**src/hw/rtl/ovle_pkg.sv**
```systemverilog
// Shared types and codes for the ordered value list engine.
`default_nettype none

package ovle_pkg;

   // Requested operation codes.
   typedef enum logic [1:0] {
      OP_APPEND = 2'd0,
      OP_SEARCH = 2'd1,
      OP_DELETE = 2'd2
   } op_type;

   // Result status codes.
   typedef enum logic [1:0] {
      STAT_DONE      = 2'd0,
      STAT_NOT_FOUND = 2'd1,
      STAT_EMPTY     = 2'd2,
      STAT_FULL      = 2'd3
   } status_type;

   // Sequencer states.
   typedef enum logic [1:0] {
      S_IDLE,
      S_SCAN,
      S_SHIFT,
      S_DONE
   } seq_state_type;

   // Strobes from the sequencer to the entry store.
   typedef struct packed {
      logic rd_en;
      logic wr_en;
   } mem_ctl_type;

   // One finished result.
   typedef struct packed {
      status_type  status;
      logic [4:0]  position;
      logic [4:0]  entry_count;
   } result_type;

endpackage

`default_nettype wire

```
**src/hw/rtl/ovle_store.sv**
```systemverilog
// Entry store: one write port and one read port with registered read data.
`default_nettype none

module ovle_store
   import ovle_pkg::*;
#(
   parameter int DEPTH = 16,
   parameter int AW    = 4
) (
   input  wire logic              clock,
   input  wire mem_ctl_type       mem_ctl,
   input  wire logic [AW-1:0]     rd_addr,
   input  wire logic [AW-1:0]     wr_addr,
   input  wire logic [31:0]       wr_data,
   output logic      [31:0]       rd_data
);

   logic [31:0] mem [DEPTH];
   logic [31:0] rd_data_ff;

   always_ff @(posedge clock) begin
      if (mem_ctl.wr_en) begin
         mem[wr_addr] <= wr_data;
      end
   end

   always_ff @(posedge clock) begin
      if (mem_ctl.rd_en) begin
         rd_data_ff <= mem[rd_addr];
      end
   end

   assign rd_data = rd_data_ff;

endmodule

`default_nettype wire

```
**src/hw/rtl/ovle_seq.sv**
```systemverilog
// Sequencer: walks the entry store through one shared compare unit and shifts on delete.
`default_nettype none

module ovle_seq
   import ovle_pkg::*;
#(
   parameter int DEPTH = 16,
   parameter int CW    = 5,
   parameter int AW    = 4
) (
   input  wire logic              clock,
   input  wire logic              reset,
   input  wire logic              req_valid,
   output logic                   req_stall,
   input  wire op_type            req_op,
   input  wire logic [31:0]       req_value,
   input  wire logic              out_free,
   output logic                   res_load,
   output result_type             res,
   output mem_ctl_type            mem_ctl,
   output logic      [AW-1:0]     rd_addr,
   output logic      [AW-1:0]     wr_addr,
   output logic      [31:0]       wr_data,
   input  wire logic [31:0]       rd_data
);

   seq_state_type state_ff, state_in;
   logic [CW-1:0] count_ff, count_in;
   logic [CW-1:0] idx_ff, idx_in;
   logic [CW-1:0] pidx_ff, pidx_in;
   logic          pend_ff, pend_in;
   logic          del_ff, del_in;
   logic [31:0]   key_ff, key_in;
   status_type    stat_ff, stat_in;
   logic [CW-1:0] pos_ff, pos_in;

   logic          accept;
   logic          issue;
   logic          match;
   logic          last;
   logic          full;
   logic          empty;
   logic [CW-1:0] pidx_m1;

   assign accept  = req_valid && (state_ff == S_IDLE);
   assign issue   = ((state_ff == S_SCAN) || (state_ff == S_SHIFT)) && (idx_ff < count_ff);
   assign match   = pend_ff && (rd_data == key_ff);
   assign last    = pend_ff && (pidx_ff == (count_ff - CW'(1)));
   assign full    = (count_ff == CW'(DEPTH));
   assign empty   = (count_ff == '0);
   assign pidx_m1 = pidx_ff - CW'(1);

   // Next state.
   always_comb begin
      state_in = state_ff;
      case (state_ff)
         S_IDLE: begin
            if (accept) begin
               if ((req_op inside {OP_SEARCH, OP_DELETE}) && !empty) begin
                  state_in = S_SCAN;
               end else begin
                  state_in = S_DONE;
               end
            end
         end
         S_SCAN: begin
            if (match && del_ff) begin
               state_in = S_SHIFT;
            end else if (match || last) begin
               state_in = S_DONE;
            end
         end
         S_SHIFT: begin
            if (!issue && !pend_ff) begin
               state_in = S_DONE;
            end
         end
         S_DONE: begin
            if (out_free) begin
               state_in = S_IDLE;
            end
         end
         default: state_in = S_IDLE;
      endcase
   end

   // Outputs toward the store, the request side and the result register.
   always_comb begin
      mem_ctl.rd_en = issue;
      mem_ctl.wr_en = 1'b0;
      rd_addr       = idx_ff[AW-1:0];
      wr_addr       = pidx_m1[AW-1:0];
      wr_data       = rd_data;
      req_stall     = (state_ff != S_IDLE);
      res_load      = (state_ff == S_DONE) && out_free;
      case (state_ff)
         S_IDLE: begin
            if (accept && req_op == OP_APPEND && !full) begin
               mem_ctl.wr_en = 1'b1;
               wr_addr       = count_ff[AW-1:0];
               wr_data       = req_value;
            end
         end
         S_SHIFT: begin
            mem_ctl.wr_en = pend_ff;
         end
         default: begin
         end
      endcase
   end

   assign res.status      = stat_ff;
   assign res.position    = 5'(pos_ff);
   assign res.entry_count = 5'(count_ff);

   // Datapath registers.
   always_comb begin
      count_in = count_ff;
      idx_in   = idx_ff;
      pidx_in  = pidx_ff;
      pend_in  = 1'b0;
      del_in   = del_ff;
      key_in   = key_ff;
      stat_in  = stat_ff;
      pos_in   = pos_ff;
      case (state_ff)
         S_IDLE: begin
            if (accept) begin
               idx_in  = '0;
               key_in  = req_value;
               del_in  = (req_op == OP_DELETE);
               stat_in = STAT_NOT_FOUND;
               pos_in  = '0;
               case (req_op)
                  OP_APPEND: begin
                     if (full) begin
                        stat_in = STAT_FULL;
                     end else begin
                        count_in = count_ff + CW'(1);
                        stat_in  = STAT_DONE;
                        pos_in   = count_ff + CW'(1);
                     end
                  end
                  OP_DELETE: begin
                     if (empty) begin
                        stat_in = STAT_EMPTY;
                     end
                  end
                  default: begin
                  end
               endcase
            end
         end
         S_SCAN: begin
            pend_in = issue;
            pidx_in = idx_ff;
            if (issue) begin
               idx_in = idx_ff + CW'(1);
            end
            if (match) begin
               stat_in = STAT_DONE;
               pos_in  = pidx_ff + CW'(1);
               if (del_ff) begin
                  // Start moving entries down from the one after the match.
                  idx_in  = pidx_ff + CW'(1);
                  pend_in = 1'b0;
               end
            end else if (last) begin
               stat_in = STAT_NOT_FOUND;
               pos_in  = '0;
            end
         end
         S_SHIFT: begin
            pend_in = issue;
            pidx_in = idx_ff;
            if (issue) begin
               idx_in = idx_ff + CW'(1);
            end
            if (!issue && !pend_ff) begin
               count_in = count_ff - CW'(1);
            end
         end
         default: begin
         end
      endcase
   end

   always_ff @(posedge clock) begin
      if (reset) begin
         state_ff <= S_IDLE;
         count_ff <= '0;
         pend_ff  <= 1'b0;
      end else begin
         state_ff <= state_in;
         count_ff <= count_in;
         pend_ff  <= pend_in;
      end
   end

   always_ff @(posedge clock) begin
      idx_ff  <= idx_in;
      pidx_ff <= pidx_in;
      del_ff  <= del_in;
      key_ff  <= key_in;
      stat_ff <= stat_in;
      pos_ff  <= pos_in;
   end

endmodule

`default_nettype wire

```
**src/hw/rtl/ordered_value_list_engine_top.sv**
```systemverilog
// Top level of the ordered value list engine: store, sequencer and result register.
//
// The block keeps an ordered list of up to DEPTH signed 32-bit values in a
// dense store. A request transfer on the req_ channel carries an operation
// (append, search or delete first match) and a value; every request gives
// exactly one response transfer on the rsp_ channel with a status, the
// 1-based position involved and the entry count after the operation.
// A transfer happens at a clock edge where valid is high and stall is low.
// Requests are taken one at a time: req_stall is high from the cycle after
// a request is taken until its result has been moved into the response
// register. An append, an unused code, or a search or delete on an empty
// list goes straight to the done state and from there into the response
// register. Search and delete walk the list one entry per cycle through a
// single compare unit behind the registered store read, and delete then
// moves each later entry down one slot per cycle. A result waiting under
// rsp_stall holds the sequencer until it leaves. A synchronous reset
// empties the list and drops any pending response; store contents are
// not cleared.
`default_nettype none

module ordered_value_list_engine_top
   import ovle_pkg::*;
#(
   parameter int DEPTH = 16
) (
   input  wire logic               clock,
   input  wire logic               reset,
   input  wire logic               req_valid,
   output logic                    req_stall,
   input  wire logic [1:0]         req_operation,
   input  wire logic signed [31:0] req_value,
   output logic                    rsp_valid,
   input  wire logic               rsp_stall,
   output logic [1:0]              rsp_status,
   output logic [4:0]              rsp_position,
   output logic [4:0]              rsp_entry_count
);

   // The count must hold DEPTH itself; the address only DEPTH - 1.
   localparam int CW = $clog2(DEPTH + 1);
   localparam int AW = (DEPTH > 1) ? $clog2(DEPTH) : 1;

   mem_ctl_type   mem_ctl;
   logic [AW-1:0] rd_addr;
   logic [AW-1:0] wr_addr;
   logic [31:0]   wr_data;
   logic [31:0]   rd_data;
   logic          out_free;
   logic          res_load;
   result_type    res;

   logic          rsp_valid_ff;
   result_type    rsp_ff;

   // The response register can take a new result when it is empty or its
   // current result leaves at this edge.
   assign out_free = !rsp_valid_ff || !rsp_stall;

   ovle_store #(
      .DEPTH (DEPTH),
      .AW    (AW)
   ) u_store (
      .clock   (clock),
      .mem_ctl (mem_ctl),
      .rd_addr (rd_addr),
      .wr_addr (wr_addr),
      .wr_data (wr_data),
      .rd_data (rd_data)
   );

   ovle_seq #(
      .DEPTH (DEPTH),
      .CW    (CW),
      .AW    (AW)
   ) u_seq (
      .clock     (clock),
      .reset     (reset),
      .req_valid (req_valid),
      .req_stall (req_stall),
      .req_op    (op_type'(req_operation)),
      .req_value (32'(req_value)),
      .out_free  (out_free),
      .res_load  (res_load),
      .res       (res),
      .mem_ctl   (mem_ctl),
      .rd_addr   (rd_addr),
      .wr_addr   (wr_addr),
      .wr_data   (wr_data),
      .rd_data   (rd_data)
   );

   // Response register: loads a finished result, holds it while stalled.
   always_ff @(posedge clock) begin
      if (reset) begin
         rsp_valid_ff <= 1'b0;
      end else if (res_load) begin
         rsp_valid_ff <= 1'b1;
      end else if (!rsp_stall) begin
         rsp_valid_ff <= 1'b0;
      end
   end

   always_ff @(posedge clock) begin
      if (res_load) begin
         rsp_ff <= res;
      end
   end

   assign rsp_valid       = rsp_valid_ff;
   assign rsp_status      = rsp_ff.status;
   assign rsp_position    = rsp_ff.position;
   assign rsp_entry_count = rsp_ff.entry_count;

endmodule

`default_nettype wire

```
**config.mk**
```make
export PLATFORM = sky130hd
export DESIGN_NAME = ordered_value_list_engine_top
export DESIGN_NICKNAME = d
export VERILOG_FILES = /design/src/hw/rtl/ovle_pkg.sv /design/src/hw/rtl/ovle_store.sv /design/src/hw/rtl/ovle_seq.sv /design/src/hw/rtl/ordered_value_list_engine_top.sv
export SDC_FILE = /design/constraint.sdc
export NUM_CORES = 1
export LEC_CHECK = 0
export BUFFER_PORTS_ARGS = -buffer_cell sky130_fd_sc_hd__buf_2
export CELL_PAD_IN_SITES_DETAIL_PLACEMENT = 0
export CELL_PAD_IN_SITES_GLOBAL_PLACEMENT = 1
export CORE_AREA = 2 2 224 226
export DETAILED_ROUTE_END_ITERATION = 8
export DIE_AREA = 0 0 226 228
export GPL_TIMING_DRIVEN = 0
export PLACE_DENSITY_LB_ADDON = 0.1
export SLEW_MARGIN = 20
export SYNTH_ARGS = -nofsm -noshare
export SYNTH_HDL_FRONTEND = slang
export SYNTH_SLANG_ARGS = --single-unit
```
**constraint.sdc**
```tcl
create_clock -name clock -period 4.9 [get_ports clock]
set_input_delay 0.49 -clock clock [delete_from_list [all_inputs] [get_ports clock]]
set_output_delay 0.49 -clock clock [all_outputs]
set_load 0.01 [all_outputs]
```
==> impl_metrics.toml <==
[outcome]
status = "finished, final reports clean"

[clocking]
postCtsSetupRepairBufs = 0
cts_hold_buffers = 0
h-tree-depth = 3
cts.sinks = 615
clk_latency_ps = 600
numCtsBuffers = 66
cts_tree = "built"
clk_pin_slew_ps = 60
clockBufferDepth = 3
cts-root-buf = "clkbuf_16"
ctsResizeCount = 0

[placed_design]
gp_congestion = 0.8090
dp_slack_ps = 696.7
post-dp-hpwl_mm = 38.82
port_buffers = 50
place_area_sq_um = 26260

[sta]
setup_violations = 0
hold_violations = 0
fin_crit_sh_pct = 85.28
rsz0062_at_grt = "no"
finalSetupTns_ps = 0
layout_setup_ws_ps = 721.4
slew_headroom_pct = 25.78
period_needed_ps = 4179
fmax_mhz = 239.3
fin_worst_skew_ps = 23.60
slew_violations = 0
worst_pin_slew_ps = 1113

[worst_setup_path]
reg2reg_depth = 12
worst-endpoint-arrival_ps = 4450
r2r-start = "u_seq.state_ff[0]$_SDFFE_PP0P_"
crit_end = "u_store.mem[12][10]$_DFFE_PP_"
regToRegEndpoint = "u_store.mem[12][10]$_DFFE_PP_"
crit_type = "flip-flop to flip-flop"
reg2reg_slack_ps = 720
cp-startpoint = "u_seq.state_ff[0]$_SDFFE_PP0P_"
crit_fanout = 34
critPathRequiredTime_ps = 5180
startpoint_type = "flip-flop"
end_kind = "flip-flop"

[yosys]
synth.yosys.seq_area_share_pct = 75.35
syn_area_sq_um = 24390
yosys_most_used_dff = "edfxtp_1"
syn_inst = 1111
syn_avg_cell_area_sq_um = 21.95
ys_types = 62
syn-num-nets = 1164
async_flop_share_pct = 0
synth_seq_cells = 615
ys.warnings.count = 0
synth_edf_count = 606

[grt]
grt_use_total_pct = 23.15
grt_pass1_wl_mm = 84.12
grt_pass1_vias = 12100
antenna_found_initial = 0
grt-ovfl-total = 0
grt_max_degree = 35

[finish]
fin_area_sq_um = 28380
nets = 1367
mostFrequentLayoutCell = "edfxtp_1"
fillers = 3644
area_delta_synth_final_pct = 16.38
post-route-util_pct = 57.51
drive_gt1_share_pct = 34.56
diodes = 0
final_cell_mix = "edfxtp_1 (606), mux4_2 (160), buf_4 (79)"

[routing]
avgViaCountPerCell = 5.812
totalWireLength_mm = 57.28
wl_per_cell_um = 28.19
antenna_left = 0
drt-initial-drc-count = 1077
vias = 11810
drtPass1Iterations = 4
drc_errors = 0

[floorplanning]
ioPinCount = 52
die_height_um = 228
start_util_pct = 49.42
rows = 82
die_w_um = 226
die_area_sq_um = 51530
coreArea_sq_um = 49350

[hold_path]
hold_class = "input pin to flip-flop"

[power_and_ir_drop]
vdd_drop_max_uv = 297.3
p_per_area_nw_per_um2 = 598.3
leakage_nw = 9.206
fin_total_pwr_mw = 16.98

[run]
max_cap_violations = 0
through the flow:
stage / hold slack, ps / std cells
detailed placement: 405.6 / 1918
global placement: 401.8 / 1833
global route: 79.08 / 2032
CTS: 59.13 / 2032
finish: 89.54 / 2032
floorplan: 400.3 / 1111
registers in the layout (all words and copies together), names as in the netlist, 2 cells and up:
name             cells
rsp_entry_count      5
rsp_position         5
rsp_status           2
u_seq.count_ff       5
u_seq.idx_ff         5
u_seq.key_ff        32
u_seq.pidx_ff        5
u_seq.pos_ff         5
u_seq.stat_ff        2
u_seq.state_ff       2
u_store.mem        512
u_store.rd_data     32
layout make-up:
type | instances | area, sq um | share of cell area, %
buffer | 50 | 264.0 | 0.9301
clock buffer | 88 | 1851 | 6.520
clock inverter | 26 | 271.5 | 0.9566
inverter | 21 | 83.83 | 0.2953
multi-input combinational | 425 | 5751 | 20.26
sequential | 615 | 18380 | 64.75
tap | 672 | 840.8 | 2.962
timing repair buffer | 135 | 944.7 | 3.328
cells by family after synthesis:
| family | count (synthesis) | synth area share (%) |
|---|---|---|
| mux | 196 | 16.43 |
| simple gates | 100 | 2.288 |
| fa+ha+maj | 15 | 0.7695 |
| buf+inv | 71 | 1.395 |
| flops | 615 | 75.35 |
| compound gates | 62 | 1.898 |
| xor+xnor | 52 | 1.867 |
report_power, final:
| group | switching [mW] | internal (mW) | total, mW |
|---|---|---|---|
| Combinational | 2.88 | 1.99 | 4.87 |
| Clock | 1.95 | 2.96 | 4.91 |
| Sequential | 0.219 | 6.98 | 7.20 |
| Total | 5.05 | 11.9 | 17.0 |
cells in the mapped netlist, drive strengths merged (2+ instances only):
| cell type | n | area share (%) |
|---|---|---|
| a21oi | 12 | 0.25 |
| nor3 | 29 | 0.60 |
| nor2 | 15 | 0.23 |
| nand2b | 2 | 0.082 |
| a31oi | 8 | 0.27 |
| a211o | 2 | 0.072 |
| a2bb2oi | 2 | 0.097 |
| a211oi | 5 | 0.17 |
| o211ai | 3 | 0.092 |
| or3 | 2 | 0.051 |
| nand3 | 12 | 0.25 |
| xor2 | 20 | 0.72 |
| a22o | 2 | 0.072 |
| ha | 15 | 0.77 |
| nand2 | 15 | 0.24 |
| and3 | 7 | 0.18 |
| dfxtp | 9 | 0.74 |
| mux4 | 160 | 15 |
| a21o | 2 | 0.062 |
| o21a | 2 | 0.062 |
| xnor2 | 32 | 1.1 |
| o21ai | 7 | 0.16 |
| buf | 37 | 0.87 |
| o31ai | 4 | 0.12 |
| o21ba | 2 | 0.082 |
| mux2i | 2 | 0.082 |
| mux2 | 34 | 1.6 |
| clkbuf | 13 | 0.20 |
| nand4 | 6 | 0.18 |
| inv | 21 | 0.32 |
| nor4 | 4 | 0.19 |
| edfxtp | 606 | 75 |
| a21boi | 3 | 0.092 |
| o22ai | 2 | 0.051 |
worst max-delay path, cell delays in order, from the launching register on:
cell and delay, ps:
dfxtp_1 340, inv_1 130, ha_1 150, buf_2 200, nand2_1 150, inv_4 550, nand2_2 370, buf_4 280
a21o_1 290, nor3_2 690, buf_6 240, buf_4 200, buf_4 220
layer usage:
metal / part of all wire [%] / up-vias / track usage (%) / wire length (um)
li1: - / 5069 / - / -
met1: 42 / 6312 / 32.21 / 23810
met2: 50 / 354 / 38.01 / 28880
met3: 6.0 / 74 / 3.877 / 3431
met4: 2.0 / 0 / 6.747 / 1160
met5: 0 / - / 0 / 0
worst min-delay path by stage:
stage                                               from                         end  cells after the start
after global placement    u_seq.stat_ff[1]$_SDFFCE_PP0P_     rsp_status[1]$_DFFE_PP_                      0
after detailed placement      u_seq.stat_ff[0]$_DFFE_PP_     rsp_status[0]$_DFFE_PP_                      0
after CTS                                  req_value[28]  u_seq.key_ff[28]$_DFFE_PP_                      1
after floorplan                u_seq.pos_ff[0]$_DFFE_PP_   rsp_position[0]$_DFFE_PP_                      0
final                                      req_value[28]  u_seq.key_ff[28]$_DFFE_PP_                      1
after global routing                       req_value[23]  u_seq.key_ff[23]$_DFFE_PP_                      1
Note: power is estimated with default switching activity, not from simulation.
